## config.mk

```make
export PLATFORM = sky130hd
export DESIGN_NAME = elog_ram
export DESIGN_NICKNAME = d
export VERILOG_FILES = /design/src/hw/rtl/elog_ram.sv
export SDC_FILE = /design/constraint.sdc
export NUM_CORES = 1
export LEC_CHECK = 0
export BUFFER_PORTS_ARGS = -buffer_cell sky130_fd_sc_hd__buf_2
export CORE_UTILIZATION = 35
export CTS_CLUSTER_SIZE = 28
export DETAILED_ROUTE_END_ITERATION = 12
export GPL_TIMING_DRIVEN = 0
export PLACE_DENSITY_LB_ADDON = 0.12
export SLEW_MARGIN = 5
export SYNTH_ARGS = -nofsm -noshare
export SYNTH_HDL_FRONTEND = slang
export SYNTH_SLANG_ARGS = --single-unit
```

## constraint.sdc

```tcl
create_clock -name clk -period 2.5 [get_ports clk]
set_clock_uncertainty 0.2 [all_clocks]
set_input_delay 0 -clock clk [delete_from_list [all_inputs] [get_ports clk]]
set_output_delay 0 -clock clk [all_outputs]
set_load 0.1 [all_outputs]
```

## src/hw/rtl/elog_ram.sv

```systemverilog
// generic single-write, single-read ram with registered read data
module elog_ram #(
    parameter int WIDTH = 8,
    parameter int DEPTH = 16
) (
    input  logic                                        clk,
    input  logic                                        wr_en,
    input  logic [((DEPTH > 1) ? $clog2(DEPTH) : 1)-1:0] wr_addr,
    input  logic [WIDTH-1:0]                            wr_data,
    input  logic [((DEPTH > 1) ? $clog2(DEPTH) : 1)-1:0] rd_addr,
    output logic [WIDTH-1:0]                            rd_data
);

    logic [WIDTH-1:0] mem [DEPTH];

    // write port
    always_ff @(posedge clk)
    begin
        if (wr_en)
        begin
            mem[wr_addr] <= wr_data;
        end
    end

    // registered read port
    always_ff @(posedge clk)
    begin
        rd_data <= mem[rd_addr];
    end

endmodule

```

==> summary.md <==
| Metric | Value |
|---|---|
| DRC viols | `0` |
| Syn avg cell area | `22.5 um^2` |
| Syn Nets | `247` |
| ANT nets after route | `0` |
| Starting DRT DRC Count | `163` |
| CP max stage delay | `0.56 ns` |
| M1 GR Usage | `21.7%` |
| Post-route cell area | `6320 um^2` |
| Later-pin clock latency in the skew report | `0.40 ns` |
| Gr usage total | `15.2%` |
| Stages on worst setup path | `4` |
| Die area | `15,200 um^2` |
| Syn Std Cell Area | `5150 um^2` |
| CP bufs+invs | `1` |
| Routability cong. | `0.691` |
| CP arrival | `2.05 ns` |
| Row count | `43` |
| I/O Pins | `26` |
| Final HPWL DP | `6610 um` |
| Routed vias/inst | `4.97` |
| Netlist cell types | `19` |
| FMAX | `0.509 GHz` |
| DIE WIDTH | `123 um` |
| Register area share after synthesis | `77.8%` |
| Worst Setup Start Kind | `register` |
| Final net count | `306` |
| Worst vdd ir | `419 uV` |
| I/O Buffers | `24` |
| Syn. warnings | `0` |
| Crit. End Element | `register` |
| Routed Wire Length | `10,500 um` |
| Rel. slew slack | `42.0%` |
| Final setup fails | `0` |
| Busiest grt layer | `met2` |
| Placed cell areas | `5500 um^2` |
| Root Buffer | `clkbuf_16` |
| Starting Density | `36.5%` |
| Synth Register Bits | `136` |
| Syn Inst Count | `229` |
| Data required, critical path | `2.58 ns` |
| Pwr/cell area | `886 nW/um^2` |
| RSZ-0062 raised after global routing | `no` |
| Area grow syn2layout | `22.8%` |
| Setup TNS | `0 ns` |
| Highest-delay cell along the critical path | `dlygate4sd3_1` |
| Leak pwr | `2.12 nW` |
| Worst Tran Pin Value | `0.866 ns` |
| Total power | `5.60 mW` |
| Dpl cells | `433` |
| First-pass GRT wire length | `15,100 um` |
| CTS sink cnt | `136` |
| Core area | `14,100 um^2` |
| Via count | `2,389` |
| Wire per inst | `21.8 um` |
| Pin count of the biggest net entering global routing | `17` |
| GRT overflow | `0` |
| Met2 Use GR | `22.7%` |
| H-tree Lvls | `4` |
| Fin. Hold Viols | `0` |
| Worst-path fanout max | `1` |
| Status | `completed` |
| Initial antenna violation count | `0` |
| Pins Over Slew Limit | `0` |
| Hold path cells | `4` |
| Pre-antenna DRT Iters | `4` |
| CTS tree | `yes` |
| Hold Crit Class | `in -> reg` |
| Vias in the first global route | `2,373` |
| Met3 GRT Util | `3.41%` |
| Period utilisation layout | `78.5%` |
| Max-cap violations | `0` |
| Die Y | `123 um` |
| Cell breakdown of the critical path | `mux4_1, dlygate4sd3_1, a22oi_1, nand2_1` |
| Num CTS Buffers | `17` |
| Critical Setup Path Class | `reg -> reg` |
| Final Critical Period | `1.96 ns` |
| Finished Layout Cells | `481` |
| Diodes inserted | `0` |
| Cells on worst reg2reg path | `4` |
| Layout cells sized above 1 | `29.6%` |
| Clock buffer depth | `2` |
| Top cell family by delay on the critical path | `buffers and inverters` |
| Reg clk slew, reported paths | `0.06 ns` |
metal layers:
layer | wire length (um) | part of all wire, %
met1 | 4880 | 47
met2 | 4900 | 47
met3 | 525 | 5.0
met4 | 163 | 1.6
met5 | 0 | 0
tightest hold or removal path: cells and delay by family:
family | cells | cell delay, ns
buffers and inverters | 1 | 0.10
AOI/OAI and AO/OA | 1 | 0.23
and+or+nand+nor | 2 | 0.22
final timing paths:
path | slack (ns) | start | to
setup / recovery | 0.54 | mem[1][0] | rd_data[0]
setup reg to reg | 0.54 | mem[1][0] | rd_data[0]
hold / removal | 0.002 | rd_addr[2] | rd_data[3]
hold reg to reg | 0.48 | mem[8][5] | rd_data[5]
layout by cell type (no fill, tap or decap), types with 2 or more instances in the layout:
cell type / n
buf_6: 3
clkbuf_8: 4
nand2_1: 9
edfxtp_1: 128
dlygate4sd3_1: 16
clkbuf_16: 17
clkinv_2: 2
mux4_1: 14
bufinv_16: 4
clkdlybuf4s25_2: 3
nand3b_1: 2
nand2b_1: 2
nor2_1: 13
clkinvlp_4: 4
nor3_2: 4
a22oi_1: 16
buf_2: 27
dfxtp_1: 8
mux4_2: 18
per-stage QoR:
stage	util [%]	hold slack (ns)	setup slack (ns)
finish	44.9	0.00225	0.537
global route	44.9	0.0635	0.461
CTS	44.8	0.0420	0.530
detailed placement	39.0	0.225	0.524
global placement	39.0	0.207	0.140
floorplan	-	-0.101	0.807
where the power goes:
group | total (mW) | internal (mW) | leakage (nW) | switching, mW
combinational | 0.376 | 0.117 | 0.591 | 0.259
clock | 2.66 | 1.77 | 0.307 | 0.892
sequential | 2.56 | 2.55 | 1.22 | 0.0109
total | 5.60 | 4.44 | 2.12 | 1.16
sequential cells by signal, summed over array words and instances, names as in the netlist:
signal	cells
mem	128
rd_data	8
synth_stat cells:
| cell | instances | area [um^2] |
|---|---|---|
| nand3b_1 | 2 | 15.0 |
| nor2b_1 | 1 | 6.26 |
| buf_6 | 3 | 33.8 |
| nand3_1 | 1 | 5.00 |
| a22oi_1 | 16 | 120 |
| buf_4 | 1 | 7.51 |
| nor3_1 | 4 | 20.0 |
| nand2_1 | 9 | 33.8 |
| and2_1 | 1 | 6.26 |
| buf_2 | 3 | 15.0 |
| mux4_2 | 18 | 405 |
| clkdlybuf4s25_2 | 3 | 30.0 |
| or3b_2 | 1 | 8.76 |
| and2b_1 | 1 | 7.51 |
| dfxtp_1 | 8 | 160 |
| nor2_1 | 13 | 48.8 |
| edfxtp_1 | 128 | 3840 |
| mux4_1 | 14 | 368 |
| nand2b_1 | 2 | 12.5 |
repair_timing:
item / in CTS / in global routing
hold buffers: 16 / 0
resized for setup: 0 / 0
setup buffers: 0 / 0
hold endpoints to repair: 146 / 0
layout make-up:
class	instances	area, um^2
Clock buffer	21	480
Multi-Input combinational cell	83	1080
Sequential cell	136	4000
Buffer	10	86.3
Fill cell	1215	7770
Tap cell	180	225
Timing Repair Buffer	40	280
Clock inverter	11	169
cells by family (layout without fill, tap and decap cells):
group                  after synthesis  after routing  synth area share, %
AOI/OAI and AO/OA                   16             16                 2.33
buffers and inverters               10             82                 1.68
muxes                               32             32                 15.0
DFF                                136            136                 77.8
and+or+nand+nor                     35             35                 3.18
(Power assumes the default switching activity.)
