**src/hw/rtl/elog_pkg.sv**
```systemverilog
// shared types, constants and helpers for the event log ring
package elog_pkg;

    // log geometry
    localparam int LOG_DEPTH = 128;
    localparam int ADDR_W    = (LOG_DEPTH > 1) ? $clog2(LOG_DEPTH) : 1;
    localparam int CNT_W     = $clog2(LOG_DEPTH + 1);

    // fixed field widths
    localparam int OP_W      = 2;
    localparam int CODE_W    = 16;
    localparam int STAMP_W   = 32;
    localparam int AGE_W     = 7;
    localparam int COUNT_W   = 8;
    localparam int ENTRY_W   = CODE_W + STAMP_W;
    localparam int CFG_IDX_W = 1;

    // width used for age against count and for the age-to-slot subtract
    localparam int CMP_W     = (CNT_W > AGE_W) ? CNT_W : AGE_W;
    localparam int POS_W     = CMP_W + 2;

    // register reset values
    localparam logic signed [CODE_W-1:0] INFO_FIRST_RST = 16'sd10000;
    localparam logic signed [CODE_W-1:0] WARN_FIRST_RST = 16'sd1000;

    // configuration register indexes
    localparam logic [CFG_IDX_W-1:0] CFG_INFO_FIRST = 1'b0;
    localparam logic [CFG_IDX_W-1:0] CFG_WARN_FIRST = 1'b1;

    // operation codes
    typedef enum logic [OP_W-1:0] {
        OP_PUSH      = 2'd0,
        OP_READ_AGE  = 2'd1,
        OP_READ_ERR  = 2'd2,
        OP_MARK_READ = 2'd3
    } op_t;

    // event classes
    typedef enum logic [1:0] {
        CLS_NONE,
        CLS_INFO,
        CLS_WARN,
        CLS_ERR
    } class_t;

    // memory access from the controller
    typedef struct packed {
        logic               wr_en;
        logic [ADDR_W-1:0]  wr_addr;
        logic [ENTRY_W-1:0] wr_data;
        logic [ADDR_W-1:0]  rd_addr;
    } mem_req_t;

    // result beat status from the controller
    typedef struct packed {
        logic             done;
        logic             valid;
        logic             alert;
        logic             mark_valid;
        logic [CNT_W-1:0] count;
    } rsp_t;

    // class an event id, info threshold tested first
    function automatic class_t classify(
        input logic signed [CODE_W-1:0] code,
        input logic signed [CODE_W-1:0] info_first,
        input logic signed [CODE_W-1:0] warn_first
    );
        class_t cls;
        if (code >= info_first)
            cls = CLS_INFO;
        else if (code >= warn_first)
            cls = CLS_WARN;
        else if (code != '0)
            cls = CLS_ERR;
        else
            cls = CLS_NONE;
        return cls;
    endfunction

endpackage

```
**src/hw/rtl/elog_ctrl.sv**
```systemverilog
// pointer, count, error mark and threshold control for the event log ring
module elog_ctrl (
    input  logic                                 clk,
    input  logic                                 rst_n,
    input  logic                                 start,
    input  logic [elog_pkg::OP_W-1:0]            op,
    input  logic signed [elog_pkg::CODE_W-1:0]   event_code,
    input  logic [elog_pkg::STAMP_W-1:0]         stamp,
    input  logic [elog_pkg::AGE_W-1:0]           age_index,
    input  logic                                 cfg_valid,
    input  logic [elog_pkg::CFG_IDX_W-1:0]       cfg_index,
    input  logic signed [elog_pkg::CODE_W-1:0]   cfg_data,
    output logic                                 busy,
    output logic                                 cfg_ready,
    output elog_pkg::mem_req_t                   mem_req,
    output elog_pkg::rsp_t                       rsp
);

    import elog_pkg::*;

    logic                     accept;
    op_t                      op_in;
    class_t                   cls;
    logic                     age_hit;
    logic [POS_W-1:0]         age_diff;
    logic [POS_W-1:0]         age_wrap;
    logic [ADDR_W-1:0]        age_pos;
    logic                     mark_hit;
    logic                     mark_kept;

    logic [ADDR_W-1:0]        wp_reg,    wp_next;
    logic [CNT_W-1:0]         cnt_reg,   cnt_next;
    logic [ADDR_W-1:0]        mpos_reg,  mpos_next;
    logic                     mvalid_reg, mvalid_next;
    logic                     done_reg,  done_next;
    logic                     valid_reg, valid_next;
    logic                     alert_reg, alert_next;
    logic signed [CODE_W-1:0] info_reg,  info_next;
    logic signed [CODE_W-1:0] warn_reg,  warn_next;

    // one item per cycle, no stall
    assign busy      = 1'b0;
    assign accept    = start & ~busy;
    assign op_in     = op_t'(op);
    // config lands only when no item is taken and no result beat is out
    assign cfg_ready = ~done_reg & ~start;

    // event class of the incoming id
    assign cls = classify(event_code, info_reg, warn_reg);

    // age to slot: newest is one behind the write position
    assign age_hit  = CMP_W'(age_index) < CMP_W'(cnt_reg);
    assign age_diff = POS_W'(wp_reg) - POS_W'(age_index) - POS_W'(1);
    assign age_wrap = age_diff[POS_W-1] ? (age_diff + POS_W'(LOG_DEPTH)) : age_diff;
    assign age_pos  = age_wrap[ADDR_W-1:0];

    // mark dropped when its entry is overwritten
    assign mark_hit  = mvalid_reg & (mpos_reg == wp_reg);
    assign mark_kept = mvalid_reg & ~mark_hit;

    // memory access
    always_comb
    begin
        mem_req.wr_en   = 1'b0;
        mem_req.wr_addr = wp_reg;
        mem_req.wr_data = {event_code, stamp};
        mem_req.rd_addr = age_pos;
        if (accept)
        begin
            unique case (op_in)
                OP_PUSH:      mem_req.wr_en   = 1'b1;
                OP_READ_AGE:  mem_req.rd_addr = age_pos;
                OP_READ_ERR:  mem_req.rd_addr = mpos_reg;
                OP_MARK_READ: mem_req.rd_addr = age_pos;
                default:      mem_req.rd_addr = age_pos;
            endcase
        end
    end

    // next state of pointers, count and mark
    always_comb
    begin
        wp_next     = wp_reg;
        cnt_next    = cnt_reg;
        mpos_next   = mpos_reg;
        mvalid_next = mvalid_reg;
        done_next   = accept;
        valid_next  = 1'b0;
        alert_next  = 1'b0;
        if (accept)
        begin
            unique case (op_in)
                OP_PUSH:
                begin
                    wp_next = (wp_reg == ADDR_W'(LOG_DEPTH - 1)) ? '0 : wp_reg + ADDR_W'(1);
                    if (cnt_reg < CNT_W'(LOG_DEPTH))
                        cnt_next = cnt_reg + CNT_W'(1);
                    mvalid_next = mark_kept;
                    if ((cls == CLS_ERR) || ((cls == CLS_WARN) && !mark_kept))
                    begin
                        mpos_next   = wp_reg;
                        mvalid_next = 1'b1;
                    end
                    alert_next = (cls == CLS_ERR);
                end
                OP_READ_AGE:  valid_next  = age_hit;
                OP_READ_ERR:  valid_next  = mvalid_reg;
                OP_MARK_READ: mvalid_next = 1'b0;
                default:      valid_next  = 1'b0;
            endcase
        end
    end

    // threshold register writes
    always_comb
    begin
        info_next = info_reg;
        warn_next = warn_reg;
        if (cfg_valid & cfg_ready)
        begin
            unique case (cfg_index)
                CFG_INFO_FIRST: info_next = cfg_data;
                CFG_WARN_FIRST: warn_next = cfg_data;
                default:        info_next = info_reg;
            endcase
        end
    end

    always_ff @(posedge clk or negedge rst_n)
    begin
        if (!rst_n)
        begin
            wp_reg     <= '0;
            cnt_reg    <= '0;
            mpos_reg   <= '0;
            mvalid_reg <= 1'b0;
            done_reg   <= 1'b0;
            valid_reg  <= 1'b0;
            alert_reg  <= 1'b0;
            info_reg   <= INFO_FIRST_RST;
            warn_reg   <= WARN_FIRST_RST;
        end
        else
        begin
            wp_reg     <= wp_next;
            cnt_reg    <= cnt_next;
            mpos_reg   <= mpos_next;
            mvalid_reg <= mvalid_next;
            done_reg   <= done_next;
            valid_reg  <= valid_next;
            alert_reg  <= alert_next;
            info_reg   <= info_next;
            warn_reg   <= warn_next;
        end
    end

    // status of the result beat
    assign rsp.done       = done_reg;
    assign rsp.valid      = valid_reg;
    assign rsp.alert      = alert_reg;
    assign rsp.mark_valid = mvalid_reg;
    assign rsp.count      = cnt_reg;

endmodule

```
**config.mk**
```make
export PLATFORM = sky130hd
export DESIGN_NAME = elog_ctrl
export DESIGN_NICKNAME = d
export VERILOG_FILES = /design/src/hw/rtl/elog_pkg.sv /design/src/hw/rtl/elog_ctrl.sv
export SDC_FILE = /design/constraint.sdc
export NUM_CORES = 1
export LEC_CHECK = 0
export BUFFER_PORTS_ARGS = -buffer_cell sky130_fd_sc_hd__buf_2
export CAP_MARGIN = 20
export CORE_MARGIN = 2
export CORE_UTILIZATION = 45
export CTS_BUF_LIST = sky130_fd_sc_hd__clkbuf_2 sky130_fd_sc_hd__clkbuf_4 sky130_fd_sc_hd__clkbuf_8
export CTS_CLUSTER_DIAMETER = 50
export DETAILED_ROUTE_END_ITERATION = 8
export PLACE_DENSITY = 0.74
export SYNTH_ARGS = -nofsm -noshare
export SYNTH_HDL_FRONTEND = slang
export SYNTH_SLANG_ARGS = --single-unit
```
**constraint.sdc**
```tcl
create_clock -name clk -period 3.4 [get_ports clk]
set_input_delay 0.17 -clock clk [delete_from_list [all_inputs] [get_ports clk]]
set_output_delay 0.17 -clock clk [all_outputs]
set_load 0.1 [all_outputs]
```
==> out/results.tsv <==
stage	metric	value	unit
finish	syn_to_final_growth	10.8	%
sta	holdWs	0.0187	ns
sta	fin_skew	0.00961	ns
pwr	peakVddDrop	1.13	mV
synthesis	ys_ff_latch	58	
sta	fin_crit_sh	96.2	%
clock_tree	cts_setup_buffers	0	
pwr	cellPowerDensity	783	nW/um^2
critical_path	arrival	3.10	ns
synthesis	yosysTopAreaCellShare	27.5	%
route	via_per_inst	5.12	
synthesis	ys_seq_area_share	34.3	%
route	drtIter0Drc	82	
floorplan	core-area	9240	um^2
route	routed_wl	9520	um
clock_tree	cts-buffers-inserted	9	
critical_path	cp-end-kind	output pin	
global_routing	grt_start_max_net_pins	39	
route	drcViolationCount	0	
pwr	leakage	0.00236	uW
placement	port_buffers	89	
critical_path	critical_path_class	flip-flop to output pin	
global_routing	grt_use_total	19.3	%
clock_tree	ctsHtreeMaxLevel	3	
status	status	completed	
critical_path	cp_max_fo	6	
clock_tree	cts_buffer_depth	2	
synthesis	avgSynthCellArea	9.12	um^2
placement	hpwl	7430	um
floorplan	die_area	10300	um^2
synthesis	ys.flop_type	dfrtp_1	
sta	hold_violations	0	
synthesis	synth_top_area_cell	dfrtp_1	
global_routing	grt_pass1_wl	15400	um
clock_tree	cts.sinks	58	
synthesis	synth_area	4270	um^2
finish	instances_no_fill	645	
placement	dp.cells	628	
sta	fin_tns_setup	0	ns
sta	finalSetupViolCount	0	
synthesis	synth_area_leaders	dfrtp_1 (28%), ha_1 (15%), buf_4 (9.3%), dfstp_2 (6.8%), inv_1 (4.6%)	
sta	max_slew_margin	41.1	%
finish	fin_nets	641	
synthesis	async_reset_ff_share	100	%
finish	drive_gt1_share	28.7	%
floorplan	start_util	46.2	%
clock_tree	clkLatencyLatePin	0.34	ns
clock_tree	cts_root_buf	clkbuf_8	
finish	layout_commonest_cell	buf_2	
clock_tree	clkTransAtPathRegs	0.06	ns
synthesis	syn_inst	468	
run	maxCapViolCount	0	
min_path	hp-class	input pin to flip-flop	
sta	worstMarginPinSlew	0.884	ns
sta	period_minus_slack	3.27	ns
route	wl_per_cell	14.8	um
global_routing	antenna_found_initial	0	
sta	fmax	306	MHz
floorplan	die_h	101	um
finish	post-route-util	51.2	%
finish	antenna_cells	0	
floorplan	ioPinCount	155	
floorplan	num_rows	35	
sta	drv_slew	0	
floorplan	die_x	101	um
synthesis	ys_types	51	
placement	gp_routability_congestion	0.916	
route	ant_nets	0	
critical_path	start_kind	flip-flop	
global_routing	grt-ovfl-total	0	
synthesis	synth_edf_count	0	
synthesis	ys_warn_count	0	
global_routing	grt_pass1_vias	3292	
finish	layout_common_cells	buf_2 (87), inv_1 (52), nand2_1 (51), ha_1 (51), dfrtp_1 (47)	
route	dr.pass1.iters	4	
route	num_vias	3304	
clock_tree	cts_tree	built	
critical_path	required	3.23	ns
synthesis	synth_fp_nets	598	
==> power by group <==
group	switching, uW	internal (uW)
combinational	1520	553
clock	284	364
sequential	125	863
total	1920	1780
==> worst max-delay path, cell delays in order (launching register included) <==
cell and delay [ns]:
dfrtp_1 0.44, inv_1 0.12, ha_1 0.17, inv_1 0.06
fa_1 0.43, a21o_1 0.20, a21oi_1 0.25, xnor2_1 0.20
nor3_2 0.23, xor2_1 0.31, a21oi_4 0.08, clkbuf_4 0.30
==> layout make-up <==
cell class	count	area (um^2)
Inverter	52	195
Clock buffer	11	145
Fill cell	882	4510
Sequential cell	58	1470
Timing Repair Buffer	95	502
Clock inverter	5	53.8
Multi-Input combinational cell	295	2210
Tap cell	129	161
==> stage by stage <==
stage	power (uW)	worst slack, ns	cell area (um^2)
after detailed placement	3040	0.380	4500
after global routing	3920	-0.0437	4730
after floorplan	2850	-0.290	4300
after global placement	2990	0.525	4500
final	3700	0.130	4730
after CTS	3700	0.0986	4710
==> synthesized netlist by cell type, types with 2 or more instances <==
| cell | number |
|---|---|
| nand3_1 | 7 |
| dfstp_2 | 11 |
| ha_1 | 51 |
| dfrtp_1 | 47 |
| o21ai_0 | 36 |
| mux2i_1 | 2 |
| and3_1 | 3 |
| xnor2_1 | 17 |
| nor4b_1 | 2 |
| buf_4 | 53 |
| a21oi_1 | 24 |
| nand2b_1 | 4 |
| nand4_1 | 13 |
| nand2_1 | 51 |
| mux2_4 | 7 |
| nor2_1 | 14 |
| mux2_2 | 3 |
| o41ai_1 | 2 |
| a21o_1 | 7 |
| a211oi_1 | 3 |
| o211ai_1 | 3 |
| nor4_1 | 6 |
| nor2b_1 | 4 |
| o21bai_1 | 4 |
| xor2_1 | 9 |
| clkbuf_1 | 9 |
| inv_1 | 52 |
==> logic make-up after synthesis <==
family | Yosys count | synth area share [%]
buffers and inverters | 115 | 14.9
XOR/XNOR | 26 | 5.33
flip-flops | 58 | 34.3
AO/OA/AOI/OAI | 91 | 13.2
AND/OR/NAND/NOR | 113 | 13.0
other | 1 | 0.0878
multiplexers | 12 | 3.72
adder cells (fa/ha/maj) | 52 | 15.4
==> path summary, 6_finish.rpt <==
kind                       cells after the start        start      endpoint  slack [ns]
min                                            1        start      done_reg        0.02
max reg2reg                                    9  info_reg[9]   mpos_reg[2]        0.55
min in group asynchronous                      2        rst_n  warn_reg[10]        0.49
max                                           11    wp_reg[0]    mem_req[5]        0.13
max in group asynchronous                      3        rst_n  info_reg[13]        2.05
min reg2reg                                    2  warn_reg[5]   warn_reg[5]        0.51
==> layer usage <==
| metal | global-route usage, % | routed length [um] | share of wire [%] | vias to the layer above |
|---|---|---|---|---|
| li1 | - | - | - | 1626 |
| met1 | 24.5 | 4230 | 44 | 1549 |
| met2 | 33.2 | 4640 | 49 | 112 |
| met3 | 3.86 | 531 | 5.6 | 17 |
| met4 | 5.72 | 119 | 1.3 | 0 |
| met5 | 0 | 0 | 0 | - |
==> repair_timing <==
item	CTS	global route
hold buffers	1	0
endpoints found under the setup margin	1	2
resized for setup	1	4
gates cloned	0	0
hold endpoints to repair	27	0
(Power assumes the default switching activity.)
